### config.mk
export PLATFORM = sky130hd
export DESIGN_NAME = eocs_wrap
export DESIGN_NICKNAME = d
export VERILOG_FILES = /design/src/sv/eocs_pkg.sv /design/src/sv/eocs_wrap.sv
export SDC_FILE = /design/constraint.sdc
export NUM_CORES = 1
export LEC_CHECK = 0
export BUFFER_PORTS_ARGS = -buffer_cell sky130_fd_sc_hd__buf_2
export CORE_MARGIN = 4
export CORE_UTILIZATION = 28
export CTS_BUF_LIST = sky130_fd_sc_hd__clkbuf_4 sky130_fd_sc_hd__clkbuf_8
export CTS_CLUSTER_DIAMETER = 120
export DETAILED_ROUTE_END_ITERATION = 8
export HOLD_SLACK_MARGIN = 0.05
export PLACE_DENSITY = 0.8
export SLEW_MARGIN = 10
export SYNTH_ARGS = -nofsm -noshare
export SYNTH_HDL_FRONTEND = slang
export SYNTH_SLANG_ARGS = --single-unit
### constraint.sdc
create_clock -name clk -period 0.8 [get_ports clk]
set_input_delay 0.08 -clock clk [delete_from_list [all_inputs] [get_ports clk]]
set_output_delay 0.08 -clock clk [all_outputs]
set_load 0.005 [all_outputs]
### src/sv/eocs_pkg.sv
// shared types and constants for the eight-op processor step core
// no dependencies; imported by every module of the block
package eocs_pkg;

  localparam int WORD_W    = 32;
  localparam int CFG_AW    = 3;
  localparam int RF_ADDR_W = 4;
  localparam int RF_DEPTH  = 16;
  localparam int IMM_W     = 20;
  localparam int START_W   = 12;

  localparam logic REG_START_PC = 1'b0;

  typedef enum logic [1:0] {
    OP_LOAD    = 2'd0,
    OP_READ    = 2'd1,
    OP_STEP    = 2'd2,
    OP_RESTART = 2'd3
  } item_op_t;

  typedef enum logic [3:0] {
    OPC_ADD  = 4'd0,
    OPC_NAND = 4'd1,
    OPC_ADDI = 4'd2,
    OPC_LW   = 4'd3,
    OPC_SW   = 4'd4,
    OPC_BEQ  = 4'd5,
    OPC_JALR = 4'd6,
    OPC_HALT = 4'd7
  } opcode_t;

  typedef enum logic {
    ALU_ADD  = 1'b0,
    ALU_NAND = 1'b1
  } alu_op_t;

  typedef enum logic [2:0] {
    S_IDLE,
    S_AWAIT,
    S_MRD,
    S_EXEC,
    S_BRANCH,
    S_DWAIT,
    S_LWB,
    S_DONE
  } state_t;

  typedef struct packed {
    logic [1:0]         op;
    logic [11:0]        mem_addr;
    logic [WORD_W-1:0]  mem_data;
  } in_t;

  typedef struct packed {
    logic [WORD_W-1:0]  read_word;
    logic [WORD_W-1:0]  pc_now;
    logic               is_halted;
    logic [3:0]         last_opcode;
  } out_t;

  typedef struct packed {
    logic                 re;
    logic [RF_ADDR_W-1:0] addr_a;
    logic [RF_ADDR_W-1:0] addr_b;
  } rf_rd_req_t;

  typedef struct packed {
    logic                 we;
    logic [RF_ADDR_W-1:0] addr;
    logic [WORD_W-1:0]    data;
  } rf_wr_req_t;

endpackage

### src/sv/eocs_wrap.sv
// reduces a 32-bit word address modulo the memory depth
// mask when the depth is a power of two, else a three-stage reciprocal multiply
// depends on eocs_pkg
module eocs_wrap #(
  parameter int MEM_WORDS = 4096
) (
  input  logic                         clk,
  input  logic                         rst_n,
  input  logic                         start,
  input  logic [eocs_pkg::WORD_W-1:0]  value,
  output logic                         done,
  output logic [$clog2(MEM_WORDS)-1:0] result
);
  import eocs_pkg::*;

  localparam int  AW   = $clog2(MEM_WORDS);
  localparam bit  POW2 = ((MEM_WORDS & (MEM_WORDS - 1)) == 0);

  generate
    if (POW2) begin : g_mask
      logic          done_r;
      logic [AW-1:0] res_r;

      always_ff @(posedge clk) begin
        if (!rst_n) begin
          done_r <= 1'b0;
        end else begin
          done_r <= start;
        end
      end

      always_ff @(posedge clk) begin
        if (start) begin
          res_r <= value[AW-1:0];
        end
      end

      assign done   = done_r;
      assign result = res_r;
    end else begin : g_recip
      // quotient estimate from floor(2^32 / depth) is low by at most one
      localparam logic [WORD_W-1:0] RECIP = WORD_W'((64'd1 << WORD_W) / MEM_WORDS);
      localparam logic [WORD_W-1:0] MOD_W = WORD_W'(MEM_WORDS);

      logic [2:0]          stage_r;
      logic                done_r;
      logic [WORD_W-1:0]   val_r;
      logic [WORD_W-1:0]   quo_r;
      logic [WORD_W-1:0]   rem_r;
      logic [AW-1:0]       res_r;
      logic [2*WORD_W-1:0] prod;
      logic [WORD_W-1:0]   quo_mul;

      assign prod    = val_r * RECIP;
      assign quo_mul = quo_r * MOD_W;

      always_ff @(posedge clk) begin
        if (!rst_n) begin
          stage_r <= '0;
          done_r  <= 1'b0;
        end else begin
          stage_r <= {stage_r[1:0], start};
          done_r  <= stage_r[2];
        end
      end

      always_ff @(posedge clk) begin
        if (start) begin
          val_r <= value;
        end
        if (stage_r[0]) begin
          quo_r <= prod[2*WORD_W-1:WORD_W];
        end
        if (stage_r[1]) begin
          rem_r <= val_r - quo_mul;
        end
        if (stage_r[2]) begin
          res_r <= (rem_r >= MOD_W) ? AW'(rem_r - MOD_W) : AW'(rem_r);
        end
      end

      assign done   = done_r;
      assign result = res_r;
    end
  endgenerate

endmodule

==> reports/metrics.cfg, run 1 <==
[cells_and_area]
layout_commonest_cell=buf_2
fin_nets=94
drive_gt1_share_pct=55.17
num-fill-cells=116
multiInputGateArea_um2=6.256
area_growth_pct=82.52
regArea_um2=381.6
mostFrequentLayoutCells=buf_2 (26), dlygate4sd3_1 (13), edfxtp_1 (12)
diodes=0

[synth]
synth_seq_area_share_pct=98.38
synth_cell_type_count=3
ys_warn_count=0
yosys.area.top_type=edfxtp_1
synth.area.top_cells=edfxtp_1 (93%), dfxtp_1 (5.2%), and2_1 (1.6%)
syn_area_per_cell_um2=27.62
syn_area_um2=386.6
postSynthRegisterBits=13
synth_nets=49
synth.top_cell.area_share_pct=93.20
synthCells=14

[clocking]
post_cts_buffers=0
cts.sinks=13
tritoncts=done
cts_buffers=3
htreeDepth=1
cts_buffer_depth=2
cts-root-buf=clkbuf_4
clkTransAtPathRegs_ns=0.08

[worst_setup_path]
critical_path_arrival_ns=0.77
critPathCaptureType=output port
worstSetupPathType=reg -> out
timing.critical_path.from_type=register
slowest_delay_ns=0.37
path_buf_inv=1
cp_top_family=flip-flops
crit_chain=buf_2
crit_required_ns=0.72
slowest_stage=edfxtp_1
cp_max_fo=1

[routing]
routedWlPerCell_um=10.55
drt_iter0_drc=2
drt_drc_violations_left=0
vias_per_cell=3.849
routed_wl_um=770
ant_nets=0
first_pass_iters=3
vias=281

[floorplanning]
die_h_um=45.16
ios=48
die_w_um=45.16
die_area_um2=2039
start_util_pct=29.71
core-area_um2=1301
rows=13

[sta]
period_minus_slack_ns=0.8543
period_share_pct=106.8
rsz0062_at_grt=yes
hold_viol_final=0
setup_viol=12
maxSlewHeadroom_pct=81.95
tightest_slew_ns=0.2707
finalSetupTns_ns=-0.4592
drv_slew=0
fmax_mhz=1171
setup_slack_ns=-0.05432

[global_route]
busiest_layer=met2
grt_pass1_wl_mm=1.304
grt_use_met3_pct=2.789
grt.total_usage_pct=9.279
antenna_found_initial=0
met1_usage_pct=9.091
grt-ovfl-total=0
grt_pass1_vias=318
grt_max_degree=14
use_met2_pct=16.10

[place]
place_ws_ns=0.1271
portBuffers=27
globalplace.congestion=0.5740

[run_status]
outcome=finished with violations
violations=negative setup slack

[flow_run]
cap_violations=0

[worst_hold_path]
hold_class=in -> reg

[power_and_ir_drop]
p_leak_uw=0.0003091
power_density_nw_per_um2=1914
vdd_drop_max_mv=1.124

[sequential cells by signal, indices dropped and copies added (netlist names)]
signal	count
result	12
done	1
[path summary, 6_finish.rpt]
kind	start	end	slack [ns]	cells after the start
setup / recovery	result[7]	result[7]	-0.05	1
hold / removal	start	result[0]	0.19	1
[synthesized netlist by cell type]
library cell / instances
dfxtp_1: 1
and2_1: 1
edfxtp_1: 12
[report_power, final]
group	leakage, µW	switching, µW	total, µW	internal, µW
combinational	0.000165	50.9	151	100
sequential	0.000126	10.5	809	799
clock	0.0000177	206	391	185
[layer usage]
metal  wire [µm]  part of all wire, %
met5           0                    0
met4           0                    0
met3          85                   11
met2         402                   52
met1         282                   37
[timing repair]
action / in CTS / in global routing
gates resized for setup: 0 / 2
endpoints found under the hold margin: 13 / 0
setup endpoints to repair: 13 / 13
hold buffers: 13 / 0
[cell type report]
| type | count | area share, % |
|---|---|---|
| Timing Repair Buffer | 40 | 38.48 |
| Clock inverter | 1 | 0.7092 |
| Tap cell | 15 | 2.660 |
| Sequential cell | 13 | 54.08 |
| Clock buffer | 3 | 3.191 |
| Multi-Input combinational cell | 1 | 0.8865 |
[kinds of logic after synthesis]
kind of cell / after synthesis / synth area share (%)
and+or+nand+nor: 1 / 1.619
DFF: 13 / 98.38
[per-stage QoR]
| step | total power [µW] | cells | area [µm²] | hold slack, ns | util, % |
|---|---|---|---|---|---|
| floorplan | 836.9 | 14 | 386.6 | 0.1789 | - |
| global placement | 924.2 | 56 | 540.5 | 0.2565 | 41.54 |
| detailed placement | 927.3 | 56 | 540.5 | 0.2581 | 41.54 |
| CTS | 1370 | 73 | 698.2 | 0.1886 | 53.65 |
| global route | 1420 | 73 | 705.7 | 0.1960 | 54.23 |
| finish | 1351 | 73 | 705.7 | 0.1948 | 54.23 |
Power figures use the tool's default switching activity.
==> inputs of run 2 (changes only) <==
--- a/config.mk
+++ b/config.mk
@@ -6,13 +6,14 @@
 export NUM_CORES = 1
 export LEC_CHECK = 0
 export BUFFER_PORTS_ARGS = -buffer_cell sky130_fd_sc_hd__buf_2
-export CORE_MARGIN = 4
-export CORE_UTILIZATION = 28
+export CORE_AREA = 4 4 41 43
 export CTS_BUF_LIST = sky130_fd_sc_hd__clkbuf_4 sky130_fd_sc_hd__clkbuf_8
 export CTS_CLUSTER_DIAMETER = 120
 export DETAILED_ROUTE_END_ITERATION = 8
+export DIE_AREA = 0 0 45 47
 export HOLD_SLACK_MARGIN = 0.05
-export PLACE_DENSITY = 0.8
+export PLACE_DENSITY = 0.79
+export REMOVE_ABC_BUFFERS = 1
 export SLEW_MARGIN = 10
 export SYNTH_ARGS = -nofsm -noshare
 export SYNTH_HDL_FRONTEND = slang
==> constraint.sdc (replaced) <==
create_clock -name clk -period 1 [get_ports clk]
set_input_delay 0.1 -clock clk [delete_from_list [all_inputs] [get_ports clk]]
set_output_delay 0.1 -clock clk [all_outputs]
set_load 0.005 [all_outputs]
==> reports/metrics.cfg, run 2 (same netlist as run 1, synthesis figures left out) <==
[worst_setup_path]
crit_chain=buf_2
critical_path_arrival_ns=0.77
worstSetupPathType=reg -> out
crit_required_ns=0.90
cp_max_fo=1
slowest_delay_ns=0.37
critPathCaptureType=output port
timing.critical_path.from_type=register
cp_top_family=flip-flops
path_buf_inv=1
slowest_stage=edfxtp_1

[floorplanning]
die_area_um2=2115
die_h_um=47
start_util_pct=29.71
core-area_um2=1301
die_w_um=45
rows=13
ios=48

[sta]
rsz0062_at_grt=no
setup_viol=0
period_minus_slack_ns=0.8732
finalSetupTns_ns=0
drv_slew=0
hold_viol_final=0
fmax_mhz=1145
maxSlewHeadroom_pct=81.66
setup_slack_ns=0.1268
period_share_pct=87.32
tightest_slew_ns=0.2752

[global_route]
grt_pass1_wl_mm=1.221
busiest_layer=met2
grt_max_degree=14
met1_usage_pct=11.11
use_met2_pct=11.30
antenna_found_initial=0
grt-ovfl-total=0
grt_use_met3_pct=3.448
grt_pass1_vias=271
grt.total_usage_pct=8.871

[routing]
ant_nets=0
drt_iter0_drc=0
drt_drc_violations_left=0
vias=282
routedWlPerCell_um=10.92
routed_wl_um=797
first_pass_iters=1
vias_per_cell=3.863

[worst_hold_path]
hold_class=in -> reg

[power_and_ir_drop]
comb_power_share_pct=10.8
intPower_uw=897.9
power.share.clock_pct=30.7
switching_share_pct=18.76
p_switching_uw=207.3
vdd_drop_max_mv=0.8844
power_density_nw_per_um2=1577
p_leak_uw=0.0003082
p_seq_share_pct=58.5

[cells_and_area]
drive_gt1_share_pct=53.45
fin_nets=94
largest_register_ffs=12
area_growth_pct=81.23
mostFrequentLayoutCells=buf_2 (27), dlygate4sd3_1 (13), edfxtp_1 (12)
layout_commonest_cell=buf_2
diodes=0

[flow_run]
cap_violations=0

[clocking]
htreeDepth=1
cts_resized=0
tritoncts=done
cts_buffers=3
post_cts_buffers=0
clkTransAtPathRegs_ns=0.07
cts.sinks=13
cts-root-buf=clkbuf_4
cts_buffer_depth=2

[place]
portBuffers=27
place_ws_ns=0.2942
globalplace.congestion=0.6087

[run_status]
outcome=finished, final reports clean

run 2: what timing repair did:
action,4_1_cts,5_1_grt
hold endpoints to repair,13,0
hold buffers,13,0
endpoints found under the setup margin,0,0
run 2: cell type report:
| class | instances | area [µm²] |
|---|---|---|
| Clock buffer | 4 | 30.03 |
| Fill cell | 123 | 600.6 |
| Multi-Input combinational cell | 1 | 6.256 |
| Sequential cell | 13 | 380.4 |
| Tap cell | 15 | 18.77 |
| Timing Repair Buffer | 40 | 265.3 |
run 2: worst paths after layout:
| kind | start | endpoint | slack [ns] | cells past startpoint |
|---|---|---|---|---|
| setup / recovery | result[5] | result[5] | 0.13 | 1 |
| hold / removal | start | result[6] | 0.22 | 1 |
run 2: stage by stage:
stage	cell area (µm²)	util (%)	hold slack, ns	cells	total power, µW
5_1_grt	700.7	53.85	0.2258	73	1165
2_1_floorplan	386.6	-	0.1989	14	669.5
4_1_cts	700.7	53.85	0.2173	73	1128
3_5_place_dp	540.5	41.54	0.2783	56	743.1
3_3_place_gp	540.5	41.54	0.2773	56	739.1
6_report	700.7	53.85	0.2229	73	1105
run 2: power groups by stage:
stage,combinational (µW),clock [µW],sequential (µW)
2_1_floorplan,1.28,0,668
3_3_place_gp,80.5,0,659
3_5_place_dp,83.4,0,660
4_1_cts,122,358,647
5_1_grt,133,381,651
6_report,120,339,646
run 2: per-layer routing:
layer / part of all wire (%) / wire length [µm]
met3: 17 / 137
met1: 40 / 319
met2: 43 / 340
met4: 0 / 0
met5: 0 / 0
