$ cat config.mk
export PLATFORM = sky130hd
export DESIGN_NAME = eocs_regfile
export DESIGN_NICKNAME = d
export VERILOG_FILES = /design/src/sv/eocs_pkg.sv /design/src/sv/eocs_regfile.sv
export SDC_FILE = /design/constraint.sdc
export NUM_CORES = 1
export LEC_CHECK = 0
export BUFFER_PORTS_ARGS = -buffer_cell sky130_fd_sc_hd__buf_2
export CORE_UTILIZATION = 55
export DETAILED_ROUTE_END_ITERATION = 10
export GPL_TIMING_DRIVEN = 0
export PLACE_DENSITY = 0.74
export REMOVE_ABC_BUFFERS = 1
export SLEW_MARGIN = 10
export SYNTH_ARGS = -nofsm -noshare
export SYNTH_HDL_FRONTEND = slang
export SYNTH_SLANG_ARGS = --single-unit
$ cat constraint.sdc
create_clock -name clk -period 4.8 [get_ports clk]
set_input_delay 0.72 -clock clk [delete_from_list [all_inputs] [get_ports clk]]
set_output_delay 0.72 -clock clk [all_outputs]
set_load 0.03 [all_outputs]
$ cat src/sv/eocs_pkg.sv
// shared types and constants for the eight-op processor step core
// no dependencies; imported by every module of the block
package eocs_pkg;

  localparam int WORD_W    = 32;
  localparam int CFG_AW    = 3;
  localparam int RF_ADDR_W = 4;
  localparam int RF_DEPTH  = 16;
  localparam int IMM_W     = 20;
  localparam int START_W   = 12;

  localparam logic REG_START_PC = 1'b0;

  typedef enum logic [1:0] {
    OP_LOAD    = 2'd0,
    OP_READ    = 2'd1,
    OP_STEP    = 2'd2,
    OP_RESTART = 2'd3
  } item_op_t;

  typedef enum logic [3:0] {
    OPC_ADD  = 4'd0,
    OPC_NAND = 4'd1,
    OPC_ADDI = 4'd2,
    OPC_LW   = 4'd3,
    OPC_SW   = 4'd4,
    OPC_BEQ  = 4'd5,
    OPC_JALR = 4'd6,
    OPC_HALT = 4'd7
  } opcode_t;

  typedef enum logic {
    ALU_ADD  = 1'b0,
    ALU_NAND = 1'b1
  } alu_op_t;

  typedef enum logic [2:0] {
    S_IDLE,
    S_AWAIT,
    S_MRD,
    S_EXEC,
    S_BRANCH,
    S_DWAIT,
    S_LWB,
    S_DONE
  } state_t;

  typedef struct packed {
    logic [1:0]         op;
    logic [11:0]        mem_addr;
    logic [WORD_W-1:0]  mem_data;
  } in_t;

  typedef struct packed {
    logic [WORD_W-1:0]  read_word;
    logic [WORD_W-1:0]  pc_now;
    logic               is_halted;
    logic [3:0]         last_opcode;
  } out_t;

  typedef struct packed {
    logic                 re;
    logic [RF_ADDR_W-1:0] addr_a;
    logic [RF_ADDR_W-1:0] addr_b;
  } rf_rd_req_t;

  typedef struct packed {
    logic                 we;
    logic [RF_ADDR_W-1:0] addr;
    logic [WORD_W-1:0]    data;
  } rf_wr_req_t;

endpackage

$ cat src/sv/eocs_regfile.sv
// sixteen 32-bit general registers, two registered read ports, one write port
// entries read as zero until first written after reset
// depends on eocs_pkg
module eocs_regfile (
  input  logic                        clk,
  input  logic                        rst_n,
  input  eocs_pkg::rf_rd_req_t        rd_req,
  input  eocs_pkg::rf_wr_req_t        wr_req,
  output logic [eocs_pkg::WORD_W-1:0] rdata_a,
  output logic [eocs_pkg::WORD_W-1:0] rdata_b
);
  import eocs_pkg::*;

  logic [WORD_W-1:0]   regs_r [RF_DEPTH];
  logic [RF_DEPTH-1:0] valid_r;
  logic [WORD_W-1:0]   rdata_a_r;
  logic [WORD_W-1:0]   rdata_b_r;

  always_ff @(posedge clk) begin
    if (!rst_n) begin
      valid_r <= '0;
    end else if (wr_req.we) begin
      valid_r[wr_req.addr] <= 1'b1;
    end
  end

  always_ff @(posedge clk) begin
    if (wr_req.we) begin
      regs_r[wr_req.addr] <= wr_req.data;
    end
    if (rd_req.re) begin
      rdata_a_r <= valid_r[rd_req.addr_a] ? regs_r[rd_req.addr_a] : '0;
      rdata_b_r <= valid_r[rd_req.addr_b] ? regs_r[rd_req.addr_b] : '0;
    end
  end

  assign rdata_a = rdata_a_r;
  assign rdata_b = rdata_b_r;

endmodule

==> metrics.md, run 1 <==
| Metric | Value |
|---|---|
| Max rail drop VDD | `286 µV` |
| Pin slew with the least headroom to its limit | `0.984 ns` |
| Worst hold slack across all endpoints | `0.476 ns` |
| Worst slew margin relative to its limit | `0.344` |
| Post-CTS setup repair buffer count | `0` |
| Total wirelength of the detailed-routed design | `61600 µm` |
| Number of cell rows | `79` |
| Clock slew at reported path FFs | `0.06 ns` |
| TritonCTS clock tree | `done` |
| Arrival time of the worst setup path | `3.37 ns` |
| Power density relative to cell area | `370 nW/µm²` |
| Critical Path Sink Type | `flop` |
| Max Clk Rate | `325 MHz` |
| Leading cell type in the layout, fill and taps excluded | `sky130_fd_sc_hd__edfxtp_1` |
| Area fraction of the dominant cell type after synthesis | `0.668` |
| Average detailed-routed wire length per instance | `31.2 µm` |
| Number of buffers created by CTS | `57` |
| Ratio of cells with drive above 1 in the final layout | `0.407` |
| Routed vias | `13800` |
| Yosys cell types | `27` |
| Area contributors post-synth | `sky130_fd_sc_hd__edfxtp_1 (67%), sky130_fd_sc_hd__mux4_2 (23%), sky130_fd_sc_hd__a22oi_1 (3.7%)` |
| Total iterations of the first detailed-routing run | `5` |
| Synth Register Bits | `592` |
| RD Place Congestion | `0.731` |
| Initial DRC Count | `1787` |
| Max-cap check violation count | `0` |
| Combined area of all synthesized cells | `25900 µm²` |
| Routed via count divided by cell count | `6.96` |
| CP max stage delay | `0.76 ns` |
| Clock network latency to the later pin of the worst-skew pair | `0.62 ns` |
| Ports placed on the boundary | `112` |
| DRC errors left | `0` |
| Resized Gates After CTS | `0` |
| Pin count of the biggest net entering global routing | `84` |
| Initial standard-cell utilization of the core | `0.557` |
| Antenna violations before repair | `2` |
| Global-route wire length before repair | `91100 µm` |
| CP Launch Type | `primary input` |
| Leakage power summed over all cells | `0.00932 µW` |
| Hold-fix buffers at CTS | `0` |
| Synthesis Warnings | `0` |
| Status | `finished, final reports clean` |
| Depth of the CTS H-tree | `2` |
| Most used cells in the layout excluding fill and tap cells | `sky130_fd_sc_hd__edfxtp_1 (576), sky130_fd_sc_hd__mux4_2 (264), sky130_fd_sc_hd__a22oi_1 (128), sky130_fd_sc_hd__buf_2 (106), sky130_fd_sc_hd__clkbuf_16 (57)` |
| Number of clock sinks | `592` |
| Maximum fanout encountered on the critical timing path | `62` |
| Clk buf depth | `3` |
| Placed standard-cell area | `27700 µm²` |
| Post-synthesis cell type with the largest combined area | `sky130_fd_sc_hd__edfxtp_1` |
| Input/output buffers | `111` |
| Post-synthesis instance total | `1199` |
| Mean instance size in the synthesized netlist | `21.6 µm²` |
| Area grow syn2layout | `13.6%` |
| Post-route clock skew | `0.0194 ns` |
| Data required, critical path | `5.09 ns` |
| Die area | `48000 µm²` |
| Net count of the finished layout | `1368` |
| Final cycle utilization of the critical path | `0.642` |
| Overall global routing resource usage | `0.267` |
| HPWL after detailed placement | `36100 µm` |
| Number of hold violations in the final report | `0` |
| Setup-failing EPs final | `0` |
| Top Family by Delay on Critical Path | `simple AND/OR/NAND/NOR gates` |
| Worst Hold Class | `in2reg` |
| Gr ovfl total | `0` |
| Horizontal die dimension | `219 µm` |
| Remaining number of nets flagged by the antenna check after routing | `0` |
| Final worst path period need | `3.08 ns` |
| Clock root buffer | `sky130_fd_sc_hd__clkbuf_16` |
| Via count of the first global-routing pass | `14100` |
| Seq/Total Area, Yosys | `0.680` |
| CP Class | `in2reg` |
| Final count of pins violating max slew | `0` |
| Area inside the core boundary | `46500 µm²` |
| Final standard cell area without fillers | `29400 µm²` |
| RSZ-0062 raised after global routing | `false` |
| Number of buffer and inverter stages on the critical path | `2` |
| Vertical die dimension | `219 µm` |
| CP Cell Sequence | `buf_8 -> buf_16 -> mux4_2 -> a22o_4 -> nor2_8 -> a21oi_1` |
| Slowest library cell on the worst path | `sky130_fd_sc_hd__nor2_8` |
-- worst paths after layout --
path                                   from        endpoint  slack, ns  depth (start not counted)
worst min-delay path             wr_req[28]  regs_r[10][28]       0.48                          1
worst max-delay path              rd_req[4]     rdata_a[31]       1.72                          6
worst max register to register  valid_r[13]     rdata_a[31]       2.40                          4
worst min register to register  valid_r[14]     valid_r[14]       0.49                          1
-- final cells by class --
| cell class | instances | area [µm²] |
|---|---|---|
| Antenna cell | 1 | 2.50 |
| Clock buffer | 79 | 1580 |
| Clock inverter | 27 | 159 |
| Fill cell | 3085 | 17000 |
| Multi-Input combinational cell | 509 | 7830 |
| Sequential cell | 592 | 17600 |
| Tap cell | 607 | 759 |
| Timing Repair Buffer | 160 | 1490 |
-- synth_stat cells, drive strengths merged --
library cell,number
a21oi,64
a22o,4
a22oi,128
and2,2
buf,63
clkbuf,35
dfxtp,16
edfxtp,576
mux4,264
nand2,1
nand2b,2
nand3,1
nand3b,2
nor2,16
nor2b,4
nor3,4
o21a,16
or3b,1
-- metrics by stage --
| stage | power, µW | TNS (ns) | setup WS (ns) | cells | utilization |
|---|---|---|---|---|---|
| floorplan | 6380 | 0 | 0.847 | 1101 | - |
| finish | 10900 | 0 | 1.72 | 1975 | 0.633 |
| global route | 11200 | 0 | 1.68 | 1975 | 0.633 |
| CTS | 10900 | 0 | 1.78 | 1974 | 0.633 |
| global placement | 6780 | -447.76 | -2.55 | 1819 | 0.573 |
| detailed placement | 6800 | 0 | 1.12 | 1868 | 0.596 |
-- sequential cells by signal (all words and copies together) (netlist names) --
name	flops
valid_r	16
rdata_b	32
regs_r	512
rdata_a	32
-- cell families (layout without fill, tap and decap cells) --
kind of cell / after synthesis / in the layout / share of synthesized area
other: 0 / 1 / 0
flip-flops: 592 / 592 / 0.680
multiplexers: 264 / 264 / 0.230
buffers and inverters: 98 / 266 / 0.0236
AND/OR/NAND/NOR: 33 / 33 / 0.00754
AO/OA/AOI/OAI: 212 / 212 / 0.0590
-- power breakdown --
part | switching [µW] | internal (µW) | total (µW) | leakage [µW]
logic | 487 | 368 | 854 | 0.00304
clock network | 1850 | 2340 | 4200 | 0.000871
registers | 47.4 | 5790 | 5840 | 0.00541
-- layer usage --
metal	track usage	wire [µm]	part of all wire	vias up
li1	-	-	-	5565
met1	0.373	23700	0.38	7308
met2	0.428	30600	0.50	755
met3	0.0453	5430	0.088	123
met4	0.0963	1890	0.031	2
met5	0	13	0.00021	-
Note: power is estimated with default switching activity, not from simulation.
==> inputs of run 2 (changes only) <==
--- a/config.mk
+++ b/config.mk
@@ -5,6 +5,7 @@
 export SDC_FILE = /design/constraint.sdc
 export NUM_CORES = 1
 export LEC_CHECK = 0
+export ABC_AREA = 1
 export BUFFER_PORTS_ARGS = -buffer_cell sky130_fd_sc_hd__buf_2
 export CORE_UTILIZATION = 55
 export DETAILED_ROUTE_END_ITERATION = 10
==> constraint.sdc (replaced) <==
create_clock -name clk -period 2.9 [get_ports clk]
set_input_delay 0.435 -clock clk [delete_from_list [all_inputs] [get_ports clk]]
set_output_delay 0.435 -clock clk [all_outputs]
set_load 0.03 [all_outputs]
==> metrics.md, run 2 <==
| Metric | Value |
|---|---|
| Status | `finished, final reports clean` |
| Post-route clock skew | `0.0139 ns` |
| Remaining number of nets flagged by the antenna check after routing | `0` |
| Post-synthesis cell type with the largest combined area | `sky130_fd_sc_hd__edfxtp_1` |
| Ratio of cells with drive above 1 in the final layout | `0.0785` |
| Average detailed-routed wire length per instance | `19.9 µm` |
| Area contributors post-synth | `sky130_fd_sc_hd__edfxtp_1 (57%), sky130_fd_sc_hd__nand3_1 (15%), sky130_fd_sc_hd__nand2_1 (15%)` |
| TritonCTS clock tree | `done` |
| Critical Path Sink Type | `flop` |
| Die area | `56000 µm²` |
| Yosys cell types | `16` |
| Net count of the finished layout | `3664` |
| CP Cell Sequence | `buf_2 -> inv_2 -> nand3_1 -> nand2_2 -> buf_12 -> nand2_1 -> inv_1` |
| Filler instances | `4446` |
| Main synth FF type | `sky130_fd_sc_hd__edfxtp_1` |
| Synth Register Bits | `592` |
| Clock slew at reported path FFs | `0.06 ns` |
| Number of enable-type register cells in the synthesized netlist | `576` |
| Global-route wire length before repair | `133000 µm` |
| Clock root buffer | `sky130_fd_sc_hd__clkbuf_16` |
| Horizontal die dimension | `237 µm` |
| Hold-fix buffers at CTS | `0` |
| Post-synthesis instance total | `3590` |
| Max reg flops | `512` |
| Number of cells in the design after placement | `4250` |
| Slack of the critical path | `0.146 ns` |
| Antenna violations before repair | `7` |
| Final cycle utilization of the critical path | `0.950` |
| Synthesis Warnings | `0` |
| Maximum fanout encountered on the critical timing path | `34` |
| Final std cells w/o fill | `4358` |
| Initial DRC Count | `3463` |
| Most used cells in the layout excluding fill and tap cells | `sky130_fd_sc_hd__nand2_1 (1194), sky130_fd_sc_hd__nand3_1 (924), sky130_fd_sc_hd__inv_1 (601), sky130_fd_sc_hd__edfxtp_1 (576), sky130_fd_sc_hd__buf_2 (103)` |
| CP Launch Type | `primary input` |
| Gr ovfl total | `0` |
| Slowest library cell on the worst path | `sky130_fd_sc_hd__buf_2` |
| Setup-failing EPs final | `0` |
| Number of clock sinks | `592` |
| Arrival time of the worst setup path | `3.13 ns` |
| Total wirelength of the detailed-routed design | `86900 µm` |
| Data required, critical path | `3.28 ns` |
| Routed via count divided by cell count | `5.74` |
| Ports placed on the boundary | `112` |
| Leading post-synthesis cells by instance count | `sky130_fd_sc_hd__nand2_1 (1196), sky130_fd_sc_hd__nand3_1 (924), sky130_fd_sc_hd__inv_1 (613)` |
| DRC errors left | `0` |
| Via count of the first global-routing pass | `23600` |
| Top Family by Delay on Critical Path | `buffers and inverters` |
| Number of buffer and inverter stages on the critical path | `4` |
| Depth of the CTS H-tree | `2` |
| Clock network latency to the later pin of the worst-skew pair | `0.63 ns` |
| Number of cell rows | `85` |
| Routed vias | `25000` |
| Total iterations of the first detailed-routing run | `7` |
| CP Class | `in2reg` |
| RD Place Congestion | `0.764` |
| Clk buf depth | `3` |
| Leakage power summed over all cells | `0.0155 µW` |
| Final worst path period need | `2.75 ns` |
| RSZ-0062 raised after global routing | `false` |
| Worst Hold Class | `in2reg` |
| HPWL after detailed placement | `47600 µm` |
| Overall global routing resource usage | `0.312` |
| Max-cap check violation count | `0` |
| Combined area of all synthesized cells | `30300 µm²` |
| Leading cell type in the layout, fill and taps excluded | `sky130_fd_sc_hd__nand2_1` |
| Area fraction of the dominant cell type after synthesis | `0.571` |
| Final count of pins violating max slew | `0` |
| Area grow syn2layout | `11.3%` |
| Resized Gates After CTS | `0` |
| Worst slew margin relative to its limit | `0.0801` |
| Max Clk Rate | `363 MHz` |
| Max rail drop VDD | `465 µV` |
| Vertical die dimension | `237 µm` |
| CP max stage delay | `1.00 ns` |
| Area inside the core boundary | `54100 µm²` |
| Input/output buffers | `111` |
| Pin slew with the least headroom to its limit | `1.38 ns` |
| Setup Slack @ Placement | `-0.551 ns` |
| Most common cell in the synthesized netlist | `sky130_fd_sc_hd__nand2_1` |
| Post-synth ARST share | `0` |
| Number of buffers created by CTS | `60` |
| Largest register by flop count | `regs_r` |
| Post-CTS setup repair buffer count | `0` |
| Number of hold violations in the final report | `0` |
| Pin count of the biggest net entering global routing | `120` |
| Mean instance size in the synthesized netlist | `8.44 µm²` |
| Initial standard-cell utilization of the core | `0.560` |
| Seq/Total Area, Yosys | `0.581` |
| Power density relative to cell area | `570 nW/µm²` |
-- run 2: cell types whose count changed in the layout (fill, tap and decap cells not counted), sizes merged, moves of 4 or more --
cell,delta
clkbuf,-4
buf,+27
a21oi,-58
nand3,+923
o21a,-14
nor2b,-4
nand2,+1195
inv,+614
nor2,+6
a22oi,-128
nor3,+5
a22o,-4
mux4,-264
-- run 2: metrics by stage --
step | setup TNS [ns] | area [µm²] | hold WS (ns) | power, µW | util
floorplan | -184.14 | 29200 | 0.440 | 11000 | -
global placement | -2026.36 | 30600 | 0.448 | 12000 | 0.566
detailed placement | -21.55 | 31900 | 0.464 | 12000 | 0.589
CTS | 0 | 33700 | 0.0310 | 19200 | 0.623
global route | 0 | 33700 | 0.0390 | 19800 | 0.623
finish | 0 | 33700 | 0.0472 | 19200 | 0.623
-- run 2: cell type report --
class,instances,area [µm²],area share
multi-input combinational,2159,9350,0.277
clock inverter,29,231,0.00686
inverter,616,2340,0.0694
timing repair buffer,187,1740,0.0514
antenna,4,10.0,0.000297
sequential,592,17600,0.522
tap,696,871,0.0258
clock buffer,75,1580,0.0468
-- run 2: cell families after synthesis --
| family | count (synthesis) | synth area share |
|---|---|---|
| AOI/OAI and AO/OA | 8 | 0.00149 |
| buffers and inverters | 839 | 0.112 |
| DFF | 592 | 0.581 |
| and+or+nand+nor | 2151 | 0.305 |
-- run 2: path summary, 6_finish.rpt --
path,startpoint,endpoint,slack (ns),cells after the start
setup reg to reg,valid_r[14],rdata_a[18],0.92,9
setup / recovery,rd_req[7],rdata_a[18],0.15,7
hold / removal,rst_n,valid_r[0],0.05,2
hold reg to reg,valid_r[3],valid_r[3],0.48,2
-- run 2: worst reg2reg max path, cell delays in order, from the launching register on --
cell and delay, ns:
sky130_fd_sc_hd__dfxtp_1 0.34, sky130_fd_sc_hd__inv_1 0.06, sky130_fd_sc_hd__nand2_1 0.06, sky130_fd_sc_hd__nand3_1 0.10, sky130_fd_sc_hd__nand3_1 0.13, sky130_fd_sc_hd__nand3_1 0.11
sky130_fd_sc_hd__nand2_2 0.48, sky130_fd_sc_hd__buf_12 0.29, sky130_fd_sc_hd__nand2_1 0.16, sky130_fd_sc_hd__inv_1 0.12
-- run 2: metal layers --
metal	GRT usage	up-vias	share of wire
li1	-	11600	-
met1	0.421	11500	0.39
met2	0.496	1598	0.45
met3	0.0591	321	0.11
met4	0.134	4	0.044
met5	0	-	0.00031
-- run 2: where the power goes --
| part | switching (µW) | internal [µW] |
|---|---|---|
| registers | 47.7 | 9630 |
| clock network | 3190 | 4160 |
| logic | 1580 | 602 |
| total | 4820 | 14400 |
