==> config.mk <==
export PLATFORM = sky130hd
export DESIGN_NAME = eocs_alu
export DESIGN_NICKNAME = d
export VERILOG_FILES = /design/src/sv/eocs_pkg.sv /design/src/sv/eocs_alu.sv
export SDC_FILE = /design/constraint.sdc
export NUM_CORES = 1
export LEC_CHECK = 0
export ABC_AREA = 1
export BUFFER_PORTS_ARGS = -buffer_cell sky130_fd_sc_hd__buf_2
export CAP_MARGIN = 10
export CORE_MARGIN = 1
export CORE_UTILIZATION = 35
export DETAILED_ROUTE_END_ITERATION = 12
export PLACE_DENSITY = 0.7
export SETUP_SLACK_MARGIN = 0.02
export SLEW_MARGIN = 40
export SYNTH_ARGS = -nofsm -noshare
export SYNTH_HDL_FRONTEND = slang
export SYNTH_SLANG_ARGS = --single-unit
==> constraint.sdc <==
create_clock -name vclk -period 2.55
set_input_delay 0.255 -clock vclk [all_inputs]
set_output_delay 0.255 -clock vclk [all_outputs]
set_load 0.1 [all_outputs]
==> src/sv/eocs_pkg.sv <==
// shared types and constants for the eight-op processor step core
// no dependencies; imported by every module of the block
package eocs_pkg;

  localparam int WORD_W    = 32;
  localparam int CFG_AW    = 3;
  localparam int RF_ADDR_W = 4;
  localparam int RF_DEPTH  = 16;
  localparam int IMM_W     = 20;
  localparam int START_W   = 12;

  localparam logic REG_START_PC = 1'b0;

  typedef enum logic [1:0] {
    OP_LOAD    = 2'd0,
    OP_READ    = 2'd1,
    OP_STEP    = 2'd2,
    OP_RESTART = 2'd3
  } item_op_t;

  typedef enum logic [3:0] {
    OPC_ADD  = 4'd0,
    OPC_NAND = 4'd1,
    OPC_ADDI = 4'd2,
    OPC_LW   = 4'd3,
    OPC_SW   = 4'd4,
    OPC_BEQ  = 4'd5,
    OPC_JALR = 4'd6,
    OPC_HALT = 4'd7
  } opcode_t;

  typedef enum logic {
    ALU_ADD  = 1'b0,
    ALU_NAND = 1'b1
  } alu_op_t;

  typedef enum logic [2:0] {
    S_IDLE,
    S_AWAIT,
    S_MRD,
    S_EXEC,
    S_BRANCH,
    S_DWAIT,
    S_LWB,
    S_DONE
  } state_t;

  typedef struct packed {
    logic [1:0]         op;
    logic [11:0]        mem_addr;
    logic [WORD_W-1:0]  mem_data;
  } in_t;

  typedef struct packed {
    logic [WORD_W-1:0]  read_word;
    logic [WORD_W-1:0]  pc_now;
    logic               is_halted;
    logic [3:0]         last_opcode;
  } out_t;

  typedef struct packed {
    logic                 re;
    logic [RF_ADDR_W-1:0] addr_a;
    logic [RF_ADDR_W-1:0] addr_b;
  } rf_rd_req_t;

  typedef struct packed {
    logic                 we;
    logic [RF_ADDR_W-1:0] addr;
    logic [WORD_W-1:0]    data;
  } rf_wr_req_t;

endpackage

==> src/sv/eocs_alu.sv <==
// shared add / nand / equality unit used by the pc increment, execute and branch steps
// depends on eocs_pkg
module eocs_alu (
  input  eocs_pkg::alu_op_t           op,
  input  logic [eocs_pkg::WORD_W-1:0] a,
  input  logic [eocs_pkg::WORD_W-1:0] b,
  output logic [eocs_pkg::WORD_W-1:0] y,
  output logic                        eq
);
  import eocs_pkg::*;

  always_comb begin
    case (op)
      ALU_ADD:  y = a + b;
      ALU_NAND: y = ~(a & b);
      default:  y = a + b;
    endcase
  end

  assign eq = (a == b);

endmodule

==> run summary, run 1 <==
DR iter-0 viols: 173
Final HPWL DP: 8900 um
Static Leak: 2.52 nW
mux share of post-synthesis cell area: 0%
max cap viols: 0
Tcrit/Tclk final: 90.8%
Starting Density: 36.6%
Post-Layout Cell Count: 804
Die Ht: 92.3 um
Highest Signal Layer: met4
Max Freq: 0.432 GHz
post-layout util: 50.9%
status: completed
Min-Delay Path Class: input port to primary output
CP Data Arrival Time: 2.06 ns
Final min period: 2.32 ns
final setup violation count: 0
worst-margin pin slew: 0.445 ns
GRT overflow: 0
multi-input logic area: 2360 um^2
cells along the critical path: buf_2 -> ha_1 -> nand2_1 -> nand2_2 -> nand2_1 -> nand2_2 -> nand2_1 -> nand2_1 -> nand3_1 -> nand4_1 -> nand3_1 -> nand2_1 -> buf_12
placed cell count: 804
Startpoint Class: input port
Core Rows: 32
vias in the first global route: 3700
core area: 7810 um^2
Compound-Gate Fraction of Synth Area: 7.80%
Fin. Hold Viols: 0
CP max FO: 6
width of the chip: 92.3 um
RSZ-0062 raised after global routing: false
synthesis-to-layout area growth: 39.3%
Hold Buf Count CTS: 0
final slew viol count: 0
largest family of logic cells by synthesized area: simple AND/OR/NAND/NOR gates
layout cells sized above 1: 17.9%
wire length on met2: 4820 um
final WL: 10300 um
Post-Synth Adder-Cell Area: 14.5%
DR vias: 3971
Netlist Area Pre-Place: 2860 um^2
Metal-1 WL: 4860 um
largest net degree at the start of global routing: 41
DR vias/cell: 4.94
initial antenna violation count: 0
Ys Warns: 0
io pins: 98
Peak supply drop: 0.000295 V
FFs & Latches: 0
Crit Path Class: input port to primary output
count of input and output buffers: 98
cell family with most CP delay: simple AND/OR/NAND/NOR gates
Routed WL per cell: 12.8 um
clock buf count: 0
Mapped Avg Cell Area: 4.69 um^2
first-pass GRT wire length: 16800 um
fin area: 3980 um^2
Post-Syn Nets: 707
register area: 0 um^2
power per cell area: 376 nW/um^2
Worst setup EP type: primary output
Worst path slowest cell: ha_1
DR pass1 iterations: 5
Worst path max stage delay: 0.40 ns
Routed Antenna Nets: 0
Gate Count Post-Synth: 609
post-synth cell types: 26
GP Congestion: 0.933
headroom to the max-slew limit: 70.1%
DRC Markers: 0
Post-CTS Setup Bufs: 0
antenna cells: 0
Final nets: 802
Filler cells: 849
Area after DPL: 3970 um^2
met3 WL: 471 um
Critical Path Most Common Cell: nand2_1
PostCTS Resize Cnt: 0
required time of the worst setup path: 2.30 ns
Synth Area in Simple Gates: 57.2%
sequential cell area fraction in the yosys report: 0%
Synth Area in XOR/XNOR: 2.45%
overall routing resource usage: 24.1%
Buf/Inv on CP: 2
Die Area: 8520 um^2
[kinds of logic (layout without fill, tap and decap cells)]
| kind of cell | after synthesis | count (layout) |
|---|---|---|
| and+or+nand+nor | 389 | 389 |
| buffers and inverters | 136 | 229 |
| AOI/OAI and AO/OA | 43 | 43 |
| adders and majority gates | 33 | 33 |
| xor gates and xnor gates | 8 | 8 |
[report_power, final]
part	total, mW	internal [mW]	switching (mW)
Clock	0	0	0
Combinational	1.49	0.499	0.994
Sequential	0	0	0
[cell usage in the layout (no fill, tap or decap), types with 9 or more instances in the layout]
master,Yosys,final
inv_1,129,129
nor2_1,37,37
nand2_1,267,266
buf_2,1,65
ha_1,33,33
nand3_1,46,46
o21ai_1,7,11
buf_12,0,33
nand2_2,8,9
a21oi_1,19,19
[stage by stage]
step | setup slack [ns] | hold slack [ns] | TNS (ns) | power [mW]
after floorplan | -0.569 | 1.05 | -2.92 | 0.988
after global placement | 0.234 | 1.05 | 0 | 1.47
after detailed placement | 0.232 | 1.06 | 0 | 1.48
after CTS | 0.225 | 1.06 | 0 | 1.49
after global routing | 0.0560 | 1.11 | 0 | 1.59
final | 0.235 | 1.06 | 0 | 1.49
[tightest hold or removal path, cell delays in order]
cell     delay [ns]
buf_2          0.08
ha_1           0.12
or2_2          0.09
nand2_1        0.08
buf_12         0.18
[layout make-up]
type | count | share of cell area, %
well taps | 102 | 3.21
repair buffers | 100 | 25.2
inverters | 129 | 12.2
multi-input cells | 473 | 59.4
[final timing paths]
path / startpoint / to / slack, ns / cells past startpoint
max: a[1] / y[24] / 0.23 / 13
min: b[31] / y[31] / 1.06 / 5
[metal layers]
layer	vias to the layer above	track usage, %
li1	2049	-
met1	1791	33.3
met2	121	42.5
met3	10	0.411
met4	0	3.26
met5	-	0
[cells in the mapped netlist (all sizes together)]
cell type    n  area [um^2]
and2         1         6.26
nor4         8         50.1
nor3         4         30.0
nor2        39          151
ha          33          413
nand2      275         1050
o22ai        2         12.5
a21oi       19         95.1
nand3       49          260
xor2         1         8.76
nand3b       2         15.0
or2          5         31.3
nand4        5         31.3
and3         1         6.26
xnor2        7         61.3
o21bai       2         15.0
inv        129          484
clkbuf       5         18.8
o21ai       20          100
buf          2         12.5
Note: power is estimated with default switching activity, not from simulation.
==> run 2: changes to the inputs <==
CORE_UTILIZATION = 45   (was 35)
PLACE_DENSITY = 0.84   (was 0.7)
==> run 2 against run 1 <==
Against the previous run:
- final area shrank 2.2%
- largest cell class unchanged
- setup slack gained 0.035 ns
- total power shrank 1.6%
- non-clock buffer count grew 1
- global-route usage grew 6.0 points
- die area shrank 22%
- routed wire length shrank 3.4%
- critical path depth is the same
- hold slack lost 0.0026 ns
- sequential share of layout area is the same
- combinational power is essentially flat
- core utilization grew 14 points
==> run summary, run 2 (synthesis results as in run 1) <==
Final nets: 803 (+0.12%)
overall routing resource usage: 30.1% (+6.0 points)
core area: 6030 um^2 (-23%)
Die Ht: 81.7 um (-12%)
Routed Antenna Nets: 0 (unchanged)
DR vias/cell: 5.14 (+4.1%)
count of input and output buffers: 98 (unchanged)
Startpoint Class: input port
CP Data Arrival Time: 2.03 ns (-0.03 ns)
max cap viols: 0 (unchanged)
GRT overflow: 0 (unchanged)
DRC Markers: 0 (unchanged)
layout cells sized above 1: 17.9% (-0.026 points)
hold_ws: 1.06 ns (-0.00262 ns)
pre-CTS setup slack: 0.312 ns (+0.0798 ns)
most frequent cells in the layout: 267 x nand2_1, 129 x inv_1, 69 x buf_2
Final min period: 2.28 ns (-0.0349 ns)
Static Leak: 2.51 nW (-0.58%)
initial antenna violation count: 0 (unchanged)
worst-margin pin slew: 0.491 ns (+0.0459 ns)
Routed WL per cell: 12.7 um (-0.13%)
Filler cells: 600 (-29%)
antenna cells: 0 (unchanged)
CP max FO: 6 (unchanged)
io pins: 98 (unchanged)
Post-CTS Setup Bufs: 0 (unchanged)
most common cell after layout, fill and taps aside: nand2_1
synthesis-to-layout area growth: 36.2%
register area: 0 um^2 (unchanged)
FFs & Latches: 0 (unchanged)
required time of the worst setup path: 2.30 ns (about the same)
Hold Buf Count CTS: 0 (unchanged)
largest net degree at the start of global routing: 25 (-39%)
Max Freq: 0.439 GHz (+1.5%)
DR iter-0 viols: 244 (+41%)
RSZ-0062 raised after global routing: false
final setup violation count: 0 (unchanged)
first-pass GRT wire length: 15900 um (-5.5%)
Peak supply drop: 0.000365 V (+24%)
Min-Delay Path Class: input port to primary output
final WL: 9920 um (-3.4%)
Crit Path Class: input port to primary output
headroom to the max-slew limit: 67.5% (-2.6 points)
Fin. Hold Viols: 0 (unchanged)
Starting Density: 47.4% (+11 points)
GP Congestion: 0.958 (+2.7%)
width of the chip: 81.7 um (-12%)
status: completed
final worst slack: 0.270 ns (+0.0349 ns)
Worst setup EP type: primary output
power per cell area: 378 nW/um^2 (+0.69%)
final slew viol count: 0 (unchanged)
DR pass1 iterations: 5 (unchanged)
Final HPWL DP: 8730 um (-2.0%)
PostCTS Resize Cnt: 0 (unchanged)
vias in the first global route: 3655 (-1.2%)
Die Area: 6670 um^2 (-22%)
Core Rows: 28 (-13%)
DR vias: 4002 (+0.78%)
clock buf count: 0 (unchanged)
Tcrit/Tclk final: 89.4% (-1.4 points)
run 2: metal layers:
metal / global-route usage [%] / part of all wire [%] / vias up / routed length [um]
met5: 0 / 0 / - / 0
met4: 4.21 / 1.2 / 0 / 118
met3: 2.78 / 6.7 / 14 / 661
met2: 53.9 / 47 / 138 / 4650
met1: 39.5 / 45 / 1797 / 4480
li1: - / - / 2053 / -
run 2: stage by stage:
stage               total power, mW  util [%]  area (um^2)  std cells  TNS (ns)
floorplan                     0.988         -         2880        609     -2.92
global placement               1.44      64.5         3890        778         0
detailed placement             1.46      64.5         3890        778         0
CTS                            1.46      64.5         3890        778         0
global route                   1.57      64.5         3890        778         0
finish                         1.47      64.5         3890        778         0
run 2: path summary, 6_finish.rpt:
kind / start / end / slack (ns) / depth (start not counted)
setup / recovery: a[4] / y[21] / 0.27 / 13
hold / removal: b[31] / y[31] / 1.06 / 5
run 2: critical path: stages:
cell	delay, ns
buf_2	0.10
ha_1	0.43
nand2_2	0.11
inv_1	0.09
nand3_1	0.08
nand2_1	0.10
nand2_1	0.07
nand2_1	0.20
nand2_1	0.11
nand3_1	0.08
nand3_1	0.08
nand2_1	0.13
buf_12	0.19
run 2: layout make-up:
class                           count  area (um^2)  share of cell area, %
Inverter                          129          484                   12.5
Multi-Input combinational cell    473         2360                   60.7
Tap cell                           75         93.8                   2.41
Timing Repair Buffer              101          948                   24.4
run 2: power breakdown:
| group | switching (mW) | internal (mW) |
|---|---|---|
| clock | 0 | 0 |
| combinational | 0.988 | 0.482 |
| sequential | 0 | 0 |
| total | 0.988 | 0.482 |
==> run 3: changes to the inputs <==
CORE_UTILIZATION = 58   (was 45)
PLACE_DENSITY = 0.95   (was 0.84)
==> run 3 against run 2 <==
Against the previous run:
- via count increased by 11%
- total power decreased by 0.44%
- largest power group unchanged
- non-clock buffer count unchanged
- hold slack improved by 0.0017 ns
- routed wire length increased by 2.9%
- core utilization increased by 17 points
- largest cell class unchanged
- combinational power about the same
- flip-flop and latch count unchanged
- final area decreased by 1.4%
- die area decreased by 22%
- cell count decreased by 1.0%
- first-iteration DRC count increased to 2.9 times the previous value
==> run summary, run 3 (synthesis results as in run 1) <==
layout cells sized above 1: 17.9% (unchanged)
crit path to: y[24]
overall routing resource usage: 37.9% (+7.8 points)
Min-Delay Path Class: input port to primary output
multi-input logic area: 2360 um^2 (unchanged)
Worst setup EP type: primary output
Final HPWL DP: 8550 um (-2.1%)
Startpoint Class: input port
Worst path slowest cell: ha_1
placed cell count: 770 (-1.0%)
Area after DPL: 3830 um^2 (-1.4%)
count of input and output buffers: 98 (unchanged)
most frequent cells in the layout: 267 x nand2_1, 129 x inv_1, 72 x buf_2
max cap viols: 0 (unchanged)
fin area: 3830 um^2 (-1.4%)
Routed WL per cell: 13.2 um (+3.9%)
Post-CTS Setup Bufs: 0 (unchanged)
Peak supply drop: 0.000384 V (+5.1%)
Die Area: 5210 um^2 (-22%)
Buf/Inv on CP: 2 (-1)
largest net degree at the start of global routing: 25 (unchanged)
antenna cells: 0 (unchanged)
vias in the first global route: 4020 (+10%)
status: completed
Final nets: 803 (unchanged)
synthesis-to-layout area growth: 34.2%
Critical Path Most Common Cell: nand2_1
setup TNS after final layout: 0 ns (unchanged)
required time of the worst setup path: 2.30 ns (about the same)
final setup violation count: 0 (unchanged)
Critical path origin: a[1]
final slew viol count: 0 (unchanged)
GP Congestion: 1.06 (+11%)
Final min period: 2.35 ns (+0.0692 ns)
DR vias/cell: 5.79 (+13%)
Max Freq: 0.426 GHz (-2.9%)
power per cell area: 382 nW/um^2 (+0.99%)
core area: 4720 um^2 (-22%)
cell family with most CP delay: simple AND/OR/NAND/NOR gates
Fin. Hold Viols: 0 (unchanged)
cells along the critical path: buf_2 -> ha_1 -> nand2_1 -> nand2_1 -> nand2_1 -> nand2_2 -> nand2_1 -> nand2_1 -> nand3_1 -> nand3_1 -> nand2_1 -> nand3_1 -> nand2_1 -> buf_12
CP Data Arrival Time: 2.09 ns (+0.06 ns)
Filler cells: 305 (-49%)
DR vias: 4457 (+11%)
most common cell after layout, fill and taps aside: nand2_1
headroom to the max-slew limit: 57.5% (-10 points)
WP depth: 14 (+1)
Core Rows: 25 (-11%)
io pins: 98 (unchanged)
register area: 0 um^2 (unchanged)
DR pass1 iterations: 9 (+4)
DRC Markers: 0 (unchanged)
Starting Density: 60.5% (+13 points)
initial antenna violation count: 0 (unchanged)
Hold Buf Count CTS: 0 (unchanged)
width of the chip: 72.2 um (-12%)
Post-Layout Cell Count: 770 (-1.0%)
worst-margin pin slew: 0.637 ns (+0.146 ns)
FFs & Latches: 0 (unchanged)
Static Leak: 2.49 nW (-0.68%)
Routed Antenna Nets: 0 (unchanged)
clock buf count: 0 (unchanged)
Worst path max stage delay: 0.40 ns (-0.03 ns)
PostCTS Resize Cnt: 0 (unchanged)
final WL: 10200 um (+2.9%)
RSZ-0062 raised after global routing: false
first-pass GRT wire length: 16300 um (+2.6%)
Tcrit/Tclk final: 92.1% (+2.7 points)
DR iter-0 viols: 702 (+190%)
Die Ht: 72.2 um (-12%)
GRT overflow: 0 (unchanged)
CP max FO: 6 (unchanged)
Crit Path Class: input port to primary output
run 3: worst min path at each step:
stage,startpoint,endpoint,slack [ns],cells past startpoint
after floorplan,b[15],y[15],1.05,4
after global placement,b[31],y[31],1.04,5
after detailed placement,b[3],y[3],1.06,4
after CTS,b[7],y[7],1.06,4
after global routing,b[3],y[3],1.08,4
final,b[31],y[31],1.06,5
run 3: worst min-delay path: stages:
cell and delay, ns:
buf_2 0.08, ha_1 0.12, or2_2 0.09, nand2_1 0.08, buf_12 0.17
run 3: power by group:
part / leakage (nW) / internal [mW] / switching, mW / total [mW]
sequential: 0 / 0 / 0 / 0
combinational: 2.49 / 0.463 / 1.00 / 1.46
clock: 0 / 0 / 0 / 0
run 3: stage by stage:
| step | setup WS [ns] | util (%) | hold WS (ns) | power [mW] |
|---|---|---|---|---|
| 6_report | 0.200 | 81.1 | 1.06 | 1.46 |
| 5_1_grt | 0.0642 | 81.1 | 1.08 | 1.54 |
| 4_1_cts | 0.261 | 81.1 | 1.06 | 1.43 |
| 3_5_place_dp | 0.261 | 81.1 | 1.06 | 1.43 |
| 3_3_place_gp | 0.345 | 81.1 | 1.04 | 1.39 |
| 2_1_floorplan | -0.569 | - | 1.05 | 0.988 |
run 3: per-layer routing:
metal / up-vias / routed length, um / track usage [%] / part of all wire [%]
met4: 0 / 510 / 18.1 / 5.0
met5: - / 0 / 0 / 0
met1: 1880 / 3670 / 45.2 / 36
met3: 98 / 1300 / 5.00 / 13
met2: 427 / 4720 / 66.8 / 46
li1: 2052 / - / - / -
run 3: layout make-up:
cell class | count | share of cell area, %
Tap cell | 67 | 2.19
Timing Repair Buffer | 101 | 23.6
Multi-Input combinational cell | 473 | 61.6
Inverter | 129 | 12.6
